File: config.mk
export PLATFORM = sky130hd
export DESIGN_NAME = lhm_ram
export DESIGN_NICKNAME = d
export VERILOG_FILES = /design/src/lhm_ram.sv
export SDC_FILE = /design/constraint.sdc
export NUM_CORES = 2
export LEC_CHECK = 0
export BUFFER_PORTS_ARGS = -buffer_cell sky130_fd_sc_hd__buf_4
export CAP_MARGIN = 20
export CORE_AREA = 2 2 401 403
export CTS_CLUSTER_DIAMETER = 30
export DETAILED_ROUTE_END_ITERATION = 10
export DIE_AREA = 0 0 403 405
export PLACE_DENSITY = 0.65
export SYNTH_ARGS = -nofsm -noshare
export SYNTH_HDL_FRONTEND = slang
export SYNTH_SLANG_ARGS = --single-unit
File: constraint.sdc
create_clock -name clk -period 12.3 [get_ports clk]
set_clock_uncertainty 0.2 [all_clocks]
set_input_delay 3.69 -clock clk [delete_from_list [all_inputs] [get_ports clk]]
set_output_delay 3.69 -clock clk [all_outputs]
set_load 0.02 [all_outputs]
File: src/lhm_ram.sv
// ----------------------------------------------------------------------------
// lhm_ram
// Simple dual-port synchronous RAM, read-first, registered read data.
// ----------------------------------------------------------------------------
module lhm_ram #(
  parameter int WIDTH = 32,
  parameter int DEPTH = 64,
  parameter int AW    = 6
) (
  input  logic             clk,
  input  logic             we,
  input  logic [AW-1:0]    waddr,
  input  logic [WIDTH-1:0] wdata,
  input  logic             re,
  input  logic [AW-1:0]    raddr,
  output logic [WIDTH-1:0] rdata
);

  logic [WIDTH-1:0] mem [DEPTH];
  logic [WIDTH-1:0] rdata_r;

  always_ff @(posedge clk) begin
    if (we) begin
      mem[waddr] <= wdata;
    end
    if (re) begin
      rdata_r <= mem[raddr];   // old data on a same-address write
    end
  end

  assign rdata = rdata_r;

endmodule

==> results.tsv <==
stage	metric	value	unit
worst_setup_path	worst reg2reg setup slack	9.37	ns
clock_tree	clk slew on worst S/H paths	0.05	ns
die	IO Count	79	
synth	EDFF count, synth	2080	
clock_tree	clock buffer depth	4	
clock_tree	CTS root buffer	clkbuf_16	
worst_setup_path	R2R Path Start	mem[3][18]	
worst_setup_path	CP Class	input pin to flop	
worst_setup_path	slowest stage delay, CP	0.76	ns
worst_setup_path	CP endpoint kind	flop	
worst_setup_path	crit start category	input pin	
synth	share of Yosys cell area claimed by the top area cell type	79.23	%
drt	Routed Wire Length	204.3	mm
grt	first-pass GRT wire length	289.8	mm
drt	initial DRC count	5119	
synth	most common cell in the netlist	edfxtp_1	
run_status	status	completed	
placed_design	Buffers on Ports	78	
timing	Rel. slew slack	25.25	%
pwr	total power	18950	uW
timing	endpoints failing hold	0	
timing	RSZ-0062 raised after global routing	no	
synth	cell taking the most area after synthesis	edfxtp_1	
clock_tree	cts hold-fix bufs	0	
final_layout	Final #Nets	3757	
timing	min Tclk post-route	7.171	ns
clock_tree	H-Tree Depth	5	
pwr	peak supply drop	0.0001564	V
synth	#FFs+latches synth	2080	
synth	Distinct cells, synth	33	
die	Initial Util	49.49	%
die	Die X	403	um
final_layout	layout cells sized above 1	34.88	%
synth	Synth area leaders	edfxtp_1 (79%), mux4_2 (16%), mux2i_1 (1.2%)	
die	die height	405	um
timing	fin. max-slew vios	0	
final_layout	FILL cells	10890	
worst_setup_path	WP data required	12.69	ns
synth	synth cell count leaders	edfxtp_1 (2080), mux4_2 (544), nor2_1 (137)	
grt	GR Util All Layers	25.39	%
worst_setup_path	CP max stage cell	o22ai_1	
timing	Final Cycle Share	58.30	%
worst_setup_path	worst setup path startpoint	raddr[1]	
placed_design	post-detail-place hpwl	102.0	mm
final_layout	Syn-to-layout area delta	20.81	%
grt	Congestion Overflow GR	0	
synth	Synth Warn #	0	
flow_run	max-cap violation count	0	
min_path	Hold Path Class	flop to flop	
clock_tree	clk sinks	2080	
clock_tree	CTS buffer count	385	
die	standard-cell row count	147	
synth	synthesized cell area	0.07884	mm^2
worst_setup_path	Cell Chain, Critical Path	buf_8, buf_12, buf_4, mux4_2, mux4_2, o22ai_1, nor2_1	
synth	post-synthesis async set-or-reset flop share	0	%
pwr	Leak Pwr	0.03047	uW
final_layout	Multi-input gate area	0.01597	mm^2
clock_tree	TritonCTS clock tree	done	
drt	number of vias in the routed layout	38430	
synth	Mapped Cells	3324	
clock_tree	CTS resizes	0	
synth	Avg Inst Size Synth	23.72	um^2
grt	largest net degree at the start of global routing	108	
timing	final setup violation count	0	
worst_setup_path	most used cell, CP	mux4_2	
worst_setup_path	CP arrival	7.56	ns
drt	routed vias/inst	6.296	
timing	Final TNS setup	0	ns
grt	vias in the first global route	38890	
synth	register area share after synthesis	79.23	%
drt	drt first pass iters	8	
pwr	Power Dens Cells	198.9	mW/mm^2
die	die area	0.1632	mm^2
synth	syn_nets	3371	
grt	initial antenna violation count	14	
die	Core ar.	0.1593	mm^2
drt	Remaining DRCs	0	
clock_tree	Post-CTS Setup Bufs	0	
clock_tree	Skew-Pair Late Insertion Delay	0.94	ns
drt	Detail Route Antenna Nets	0	
drt	wire length per cell	33.47	um
timing	maximum clock rate	139.5	MHz
placed_design	GPL Wtd Cong	0.8190	
final_layout	final core occ	59.80	%
min_path	hold path start	mem[44][24]	
timing	Slew @ Worst Pin	1.121	ns
final_layout	Register Area	0.06246	mm^2
worst_setup_path	Worst Path Max Fanout	107	
synth	top_reg_cell synth	edfxtp_1	
==> cells in the final DEF, fill, tap and decap left out, types with 5 or more instances in the layout <==
cell type   instances
edfxtp_1         2080
mux4_2            544
clkbuf_16         388
buf_4             168
mux2i_1            93
o22ai_1            84
nor2_1             75
a21oi_1            62
nor2_4             62
clkinv_1           50
bufinv_16          47
clkinv_2           46
clkinvlp_4         45
inv_6              34
clkbuf_1           34
clkinv_4           32
o221ai_1           27
nand2_1            26
nor2b_1            15
a22oi_1            12
diode_2             7
nand2b_1            7
a311oi_1            7
inv_8               7
nand3b_1            5
nor3_1              5
nand3_1             5
buf_12              5
==> layout make-up <==
cell class	instances	area share, %
repair buffers	181	1.505
flip-flops and latches	2080	65.58
diodes	7	0.01839
clock inverters	266	3.058
clock buffers	422	10.33
multi-input cells	1062	16.77
well taps	2086	2.740
==> worst paths after layout <==
path         depth (start not counted)        end
max                                  7  rdata[18]
min                                  5  rdata[24]
max reg2reg                          4  rdata[18]
min reg2reg                          5  rdata[24]
==> metal layers <==
layer  track usage (%)  vias to the layer above  part of all wire (%)
li1                  -                    15260                     -
met1             35.73                    20630                    39
met2             39.59                     2178                    48
met3             5.846                      356                    10
met4             8.759                       12                   3.2
met5                 0                        -                 0.042
==> worst max-delay path: cells and delay by family <==
| kind | cells | cell delay (ns) |
|---|---|---|
| AO/OA/AOI/OAI | 1 | 0.76 |
| AND/OR/NAND/NOR | 1 | 0.23 |
| buffers and inverters | 3 | 1.67 |
| multiplexers | 2 | 0.93 |
==> stage by stage <==
| stage | instances | instance area, um^2 | hold WS [ns] | worst slack (ns) |
|---|---|---|---|---|
| 5_1_grt | 6097 | 95230 | 0.8466 | 4.890 |
| 2_1_floorplan | 3324 | 78840 | 0.5502 | 5.250 |
| 4_1_cts | 6095 | 95220 | 0.7719 | 5.078 |
| 3_5_place_dp | 5407 | 82470 | 0.7537 | 4.143 |
| 3_3_place_gp | 5403 | 82440 | 0.7485 | 4.092 |
| 6_report | 6104 | 95250 | 0.7751 | 5.129 |
==> sequential cells by signal, summed over array words and instances (netlist names) <==
| register | flops |
|---|---|
| mem | 2048 |
| rdata | 32 |
==> cells by family after synthesis <==
| group | count (synthesis) | synth area share, % |
|---|---|---|
| AND/OR/NAND/NOR | 223 | 1.260 |
| buffers and inverters | 182 | 1.124 |
| flip-flops | 2080 | 79.23 |
| multiplexers | 637 | 16.72 |
| AO/OA/AOI/OAI | 202 | 1.666 |
==> report_power, final <==
| part | internal (uW) | leakage (uW) | total [uW] | switching [uW] |
|---|---|---|---|---|
| combinational | 259 | 0.00562 | 744 | 485 |
| clock | 6770 | 0.00612 | 10300 | 3530 |
| sequential | 7880 | 0.0187 | 7910 | 26.4 |
| total | 14900 | 0.0305 | 18900 | 4040 |
(Power assumes the default switching activity.)
