## src/lhm_pkg.sv

```systemverilog
// ----------------------------------------------------------------------------
// lhm_pkg
// Shared types, constants and helpers of the log2 latency histogram monitor.
// ----------------------------------------------------------------------------
package lhm_pkg;

  localparam int NUM_BINS = 64;
  localparam int BIN_AW   = 6;
  localparam int P95      = 95;
  localparam int P99      = 99;

  // Command codes carried on in_tuser.
  localparam logic CMD_RECORD   = 1'b0;
  localparam logic CMD_SNAPSHOT = 1'b1;

  // Per-channel counters, one stats memory word.
  typedef struct packed {
    logic [63:0] maxv;
    logic [63:0] total;
    logic [63:0] count;
  } stat_t;

  // Control from the sequencer to the percentile unit.
  typedef struct packed {
    logic              start;    // stats read data valid, open a new walk
    logic              bin_vld;  // bin read data valid this cycle
    logic [BIN_AW-1:0] bin_idx;  // bin the read data belongs to
  } pct_ctl_t;

  // Index of the highest set bit; zero maps to bin 0.
  function automatic logic [BIN_AW-1:0] bin_of(input logic [63:0] v);
    logic [BIN_AW-1:0] b;
    b = '0;
    for (int i = 1; i < NUM_BINS; i++) begin
      if (v[i]) begin
        b = BIN_AW'(i);
      end
    end
    return b;
  endfunction

  // Upper bound 2^(b+1)-1 of a bin; bin 63 gives all ones.
  function automatic logic [63:0] bin_upper(input logic [BIN_AW-1:0] b);
    return {64{1'b1}} >> (BIN_AW'(NUM_BINS - 1) - b);
  endfunction

endpackage

```

## src/lhm_pct.sv

```systemverilog
// ----------------------------------------------------------------------------
// lhm_pct
// Percentile walk: accumulates bins and finds the 95th/99th percentile bins.
// ----------------------------------------------------------------------------
module lhm_pct #(
  parameter int BIN_WIDTH = 32
) (
  input  logic                 clk,
  input  logic                 rst_n,
  input  lhm_pkg::pct_ctl_t    ctl,
  input  logic [63:0]          count,
  input  logic [BIN_WIDTH-1:0] bin,
  output logic [63:0]          p95,
  output logic [63:0]          p99,
  output logic                 done
);

  // 100 * sum of 64 bins of up to 64 bits fits in 77 bits.
  localparam int CW = 77;
  localparam int PW = 71;

  logic [CW-1:0]             cum100_r;
  logic [PW-1:0]             pc95_r;
  logic [PW-1:0]             pc99_r;
  logic                      zero_r;
  logic                      cmp_pend_r;
  logic [lhm_pkg::BIN_AW-1:0] cmp_idx_r;
  logic                      f95_r;
  logic                      f99_r;
  logic [lhm_pkg::BIN_AW-1:0] b95_r;
  logic [lhm_pkg::BIN_AW-1:0] b99_r;
  logic                      done_r;
  logic [CW-1:0]             bin100;
  logic                      hit95;
  logic                      hit99;

  // bin * 100 as shifts
  assign bin100 = (CW'(bin) << 6) + (CW'(bin) << 5) + (CW'(bin) << 2);

  // cum >= ceil(count*p/100) <=> 100*cum >= p*count
  assign hit95 = cmp_pend_r && !f95_r && (cum100_r >= CW'(pc95_r));
  assign hit99 = cmp_pend_r && !f99_r && (cum100_r >= CW'(pc99_r));

  always_ff @(posedge clk) begin
    if (!rst_n) begin
      cmp_pend_r <= 1'b0;
      f95_r      <= 1'b0;
      f99_r      <= 1'b0;
      done_r     <= 1'b0;
    end else begin
      cmp_pend_r <= ctl.bin_vld;
      if (ctl.start) begin
        f95_r  <= 1'b0;
        f99_r  <= 1'b0;
        done_r <= 1'b0;
      end else if (cmp_pend_r) begin
        if (hit95) begin
          f95_r <= 1'b1;
        end
        if (hit99) begin
          f99_r <= 1'b1;
        end
        if (cmp_idx_r == lhm_pkg::BIN_AW'(lhm_pkg::NUM_BINS - 1)) begin
          done_r <= 1'b1;
        end
      end
    end
  end

  always_ff @(posedge clk) begin
    if (ctl.start) begin
      cum100_r <= '0;
      pc95_r   <= PW'(count) * PW'(lhm_pkg::P95);
      pc99_r   <= PW'(count) * PW'(lhm_pkg::P99);
      zero_r   <= (count == 64'd0);
    end else if (ctl.bin_vld) begin
      cum100_r <= cum100_r + bin100;
    end
    cmp_idx_r <= ctl.bin_idx;
    if (hit95) begin
      b95_r <= cmp_idx_r;
    end
    if (hit99) begin
      b99_r <= cmp_idx_r;
    end
  end

  assign p95  = zero_r ? 64'd0 : (f95_r ? lhm_pkg::bin_upper(b95_r) : {64{1'b1}});
  assign p99  = zero_r ? 64'd0 : (f99_r ? lhm_pkg::bin_upper(b99_r) : {64{1'b1}});
  assign done = done_r;

endmodule

```

## config.mk

```make
export PLATFORM = sky130hd
export DESIGN_NAME = lhm_pct
export DESIGN_NICKNAME = d
export VERILOG_FILES = /design/src/lhm_pkg.sv /design/src/lhm_pct.sv
export SDC_FILE = /design/constraint.sdc
export NUM_CORES = 2
export LEC_CHECK = 0
export BUFFER_PORTS_ARGS = -buffer_cell sky130_fd_sc_hd__buf_2
export CORE_ASPECT_RATIO = 1.2
export CORE_UTILIZATION = 50
export DETAILED_ROUTE_END_ITERATION = 7
export PLACE_DENSITY = 0.7
export SYNTH_ARGS = -nofsm -noshare
export SYNTH_HDL_FRONTEND = slang
export SYNTH_SLANG_ARGS = --single-unit
```

## constraint.sdc

```tcl
create_clock -name clk -period 6.4 [get_ports clk]
set_input_delay 1.28 -clock clk [delete_from_list [all_inputs] [get_ports clk]]
set_output_delay 1.28 -clock clk [all_outputs]
set_load 0.05 [all_outputs]
```

==> reports/metrics.csv <==
stage,metric,value,unit
synth,synth_commonest_cells,"inv_1, ha_1, fa_1, a21oi_1, nor2_1",
sta,fin_crit_sh,95.8,%
drt,drtIter0Drc,1417,
drt,detail-route-antenna-nets,0,
cts,insertion_delay,540,ps
synth,synth_top_area_share,23.6,%
cts,cts_sinks,238,
sta,fin_crit,6130,ps
synth,async_flop_share,0,%
cts,h-tree-depth,1,
sta,slew_violations,0,
worst_setup_path,path_common_cell,fa_1,
synth,synth.avg_cell_area,9.33,um^2
placement,place_inst,5226,
synth,synth_most_common_cell,inv_1,
grt,overflow,0,
final_layout,instances_no_fill,5272,
worst_setup_path,slowest_delay,510,ps
placement,dpl-instance-area,40200,um^2
synth,synth.ff_latch_count,238,
drt,wire_per_inst,17.2,um
drt,drt-total-wl,90900,um
floorplanning,core_area,71000,um^2
sta,hold_slack,486,ps
run_status,status,completed,
job,max_cap_violations,0,
floorplanning,num_io_pins,235,
grt,grt_max_degree,121,
sta,rsz0062_at_grt,false,
floorplanning,start_util,50.6,%
worst_setup_path,worst_setup_path_end_kind,register,
floorplanning,rows,107,
final_layout,drive_gt1_share,14.3,%
sta,worst_pin_slew,1080,ps
cts,cts.clk_slew.worst_paths,60,ps
placement,dp_hpwl,79100,um
sta,slew-limit-headroom,27.5,%
grt,grt_antenna_before_repair,1,
synth,ys_dominant_reg_cell,edfxtp_1,
worst_setup_path,cp_max_fo,5,
sta,setup-violations-final,0,
synth,seq_area_frac_synth,17.5,%
final_layout,final_core_util,57.9,%
drt,routed_via_density,5.38,
pwr,ir_drop,0.361,mV
worst_setup_path,crit_required,6680,ps
worst_setup_path,crit_path_start_kind,input pin,
worst_setup_path,path_class,in2reg,
cts,clockRootBuffer,clkbuf_16,
worst_setup_path,path_cells,buf_2 > buf_12 > fa_1 > fa_1 > fa_1 > inv_1 > fa_1 > inv_1 > ha_1 > and2_0 > nand4_1 > or3b_1 > a31oi_1 > nor3_1 > a221oi_2 > a31oi_1 > o211ai_2 > nand2_1 > o31ai_2 > xor2_1,
final_layout,area_growth_syn_to_layout,14.5,%
final_layout,finalNetCount,5430,
cts,cts_tree,done,
cts,cts_buffers,25,
sta,final.setup.tns,0,ps
grt,grt_pass1_vias,28623,
floorplanning,die_height,295,um
floorplanning,die_area,72900,um^2
cts,ctsHoldBuffers,0,
drt,drc_errors,0,
grt,grt_pass1_wl,147000,um
synth,synth_area_leaders,"fa_1, ha_1, edfxtp_1, inv_1, a21oi_1",
cts,postCtsSetupBuffers,0,
synth,synth_edf_count,153,
placement,gp_congestion,0.946,
synth,synthCells,3845,
drt,via_count,28340,
grt,grt_usage,25.2,%
pwr,power_leakage,0.0212,uW
synth,yosys.area.top_type,fa_1,
min_path,hold_class,reg2reg,
pwr,cellPowerDensity,482,nW/um^2
synth,synth_cell_types,88,
drt,dr.pass1.iters,5,
cts,cts-resized-gates,0,
sta,clock_skew,15.6,ps
worst_setup_path,worstPathArrival,6410,ps
sta,max_freq,163,MHz
synth,syn-cell-area,35900,um^2
placement,place.port_buffers,234,
floorplanning,die_w,247,um
synth,ys_warn_count,0,
synth,synth_fp_nets,4948,
worst_setup_path,cpMaxStageDelayCell,fa_1,
cts,clockBufferDepth,3,
final_layout,finalInstanceArea,41100,um^2
sta,hold_viol,0,
state kept, by name (all words and copies together) (netlist names):
register and flops:
b95_r 6, f99_r 1, done 1, cmp_idx_r 6
cum100_r 75, zero_r 1, b99_r 6, pc95_r 71
cmp_pend_r 1, pc99_r 69, f95_r 1
cell families (layout without fill, tap and decap cells):
kind of cell,after synthesis,in the layout,share of synthesized area [%]
adders and majority gates,997,997,43.6
buffers and inverters,851,1351,8.95
AOI/OAI and AO/OA,834,834,14.5
and+or+nand+nor,705,705,9.88
DFF,238,238,17.5
xor gates and xnor gates,194,194,4.73
muxes,26,26,0.725
other,0,1,0
worst max-delay path, delay by kind of cell:
family | cells | cell delay [ps]
AND/OR/NAND/NOR | 5 | 1080
AO/OA/AOI/OAI | 5 | 1270
adder cells (fa/ha/maj) | 5 | 2300
XOR/XNOR | 1 | 90
buffers and inverters | 4 | 390
report_power, final:
group | switching [uW] | internal (uW)
sequential | 354 | 2730
combinational | 8650 | 6570
clock | 624 | 879
total | 9630 | 10200
cell usage in the layout (no fill, tap or decap), drive strengths merged, types with 41 or more instances in the layout:
master / Yosys / layout
xnor2: 119 / 119
ha: 574 / 574
nand4: 88 / 88
nor2: 188 / 188
nand3: 52 / 52
o21ai: 154 / 154
a21oi: 344 / 344
dfxtp: 85 / 85
edfxtp: 153 / 153
inv: 769 / 771
a21o: 144 / 144
nand2b: 41 / 41
xor2: 75 / 75
buf: 12 / 535
fa: 423 / 423
nand2: 152 / 152
final timing paths:
check / start / end / slack (ps) / cells after the start
max reg2reg: cum100_r[5] / cum100_r[73] / 2150 / 14
min reg2reg: done / done / 490 / 2
max: count[21] / pc95_r[68] / 270 / 20
min: done / done / 490 / 2
layer usage:
metal / share of wire (%) / GRT usage, %
met5: 0 / 0
met4: 2.1 / 5.51
met3: 3.9 / 1.67
met2: 49 / 44.1
met1: 45 / 34.0
per-stage QoR:
step | power [uW] | worst slack, ps
CTS | 19800 | 221
floorplan | 13000 | 354
global placement | 17900 | -296
detailed placement | 18200 | -347
global route | 21600 | 12.3
finish | 19800 | 267
final cells by class:
cell class              count  area [um^2]
fillers                  6286        29900
multi-input cells        2756        26400
flip-flops and latches    238         6300
repair buffers            536         3520
inverters                 770         2890
well taps                 926         1160
clock buffers              26          629
clock inverters            19          211
diodes                      1         2.50
No activity file was read; power rests on OpenSTA's default activity.
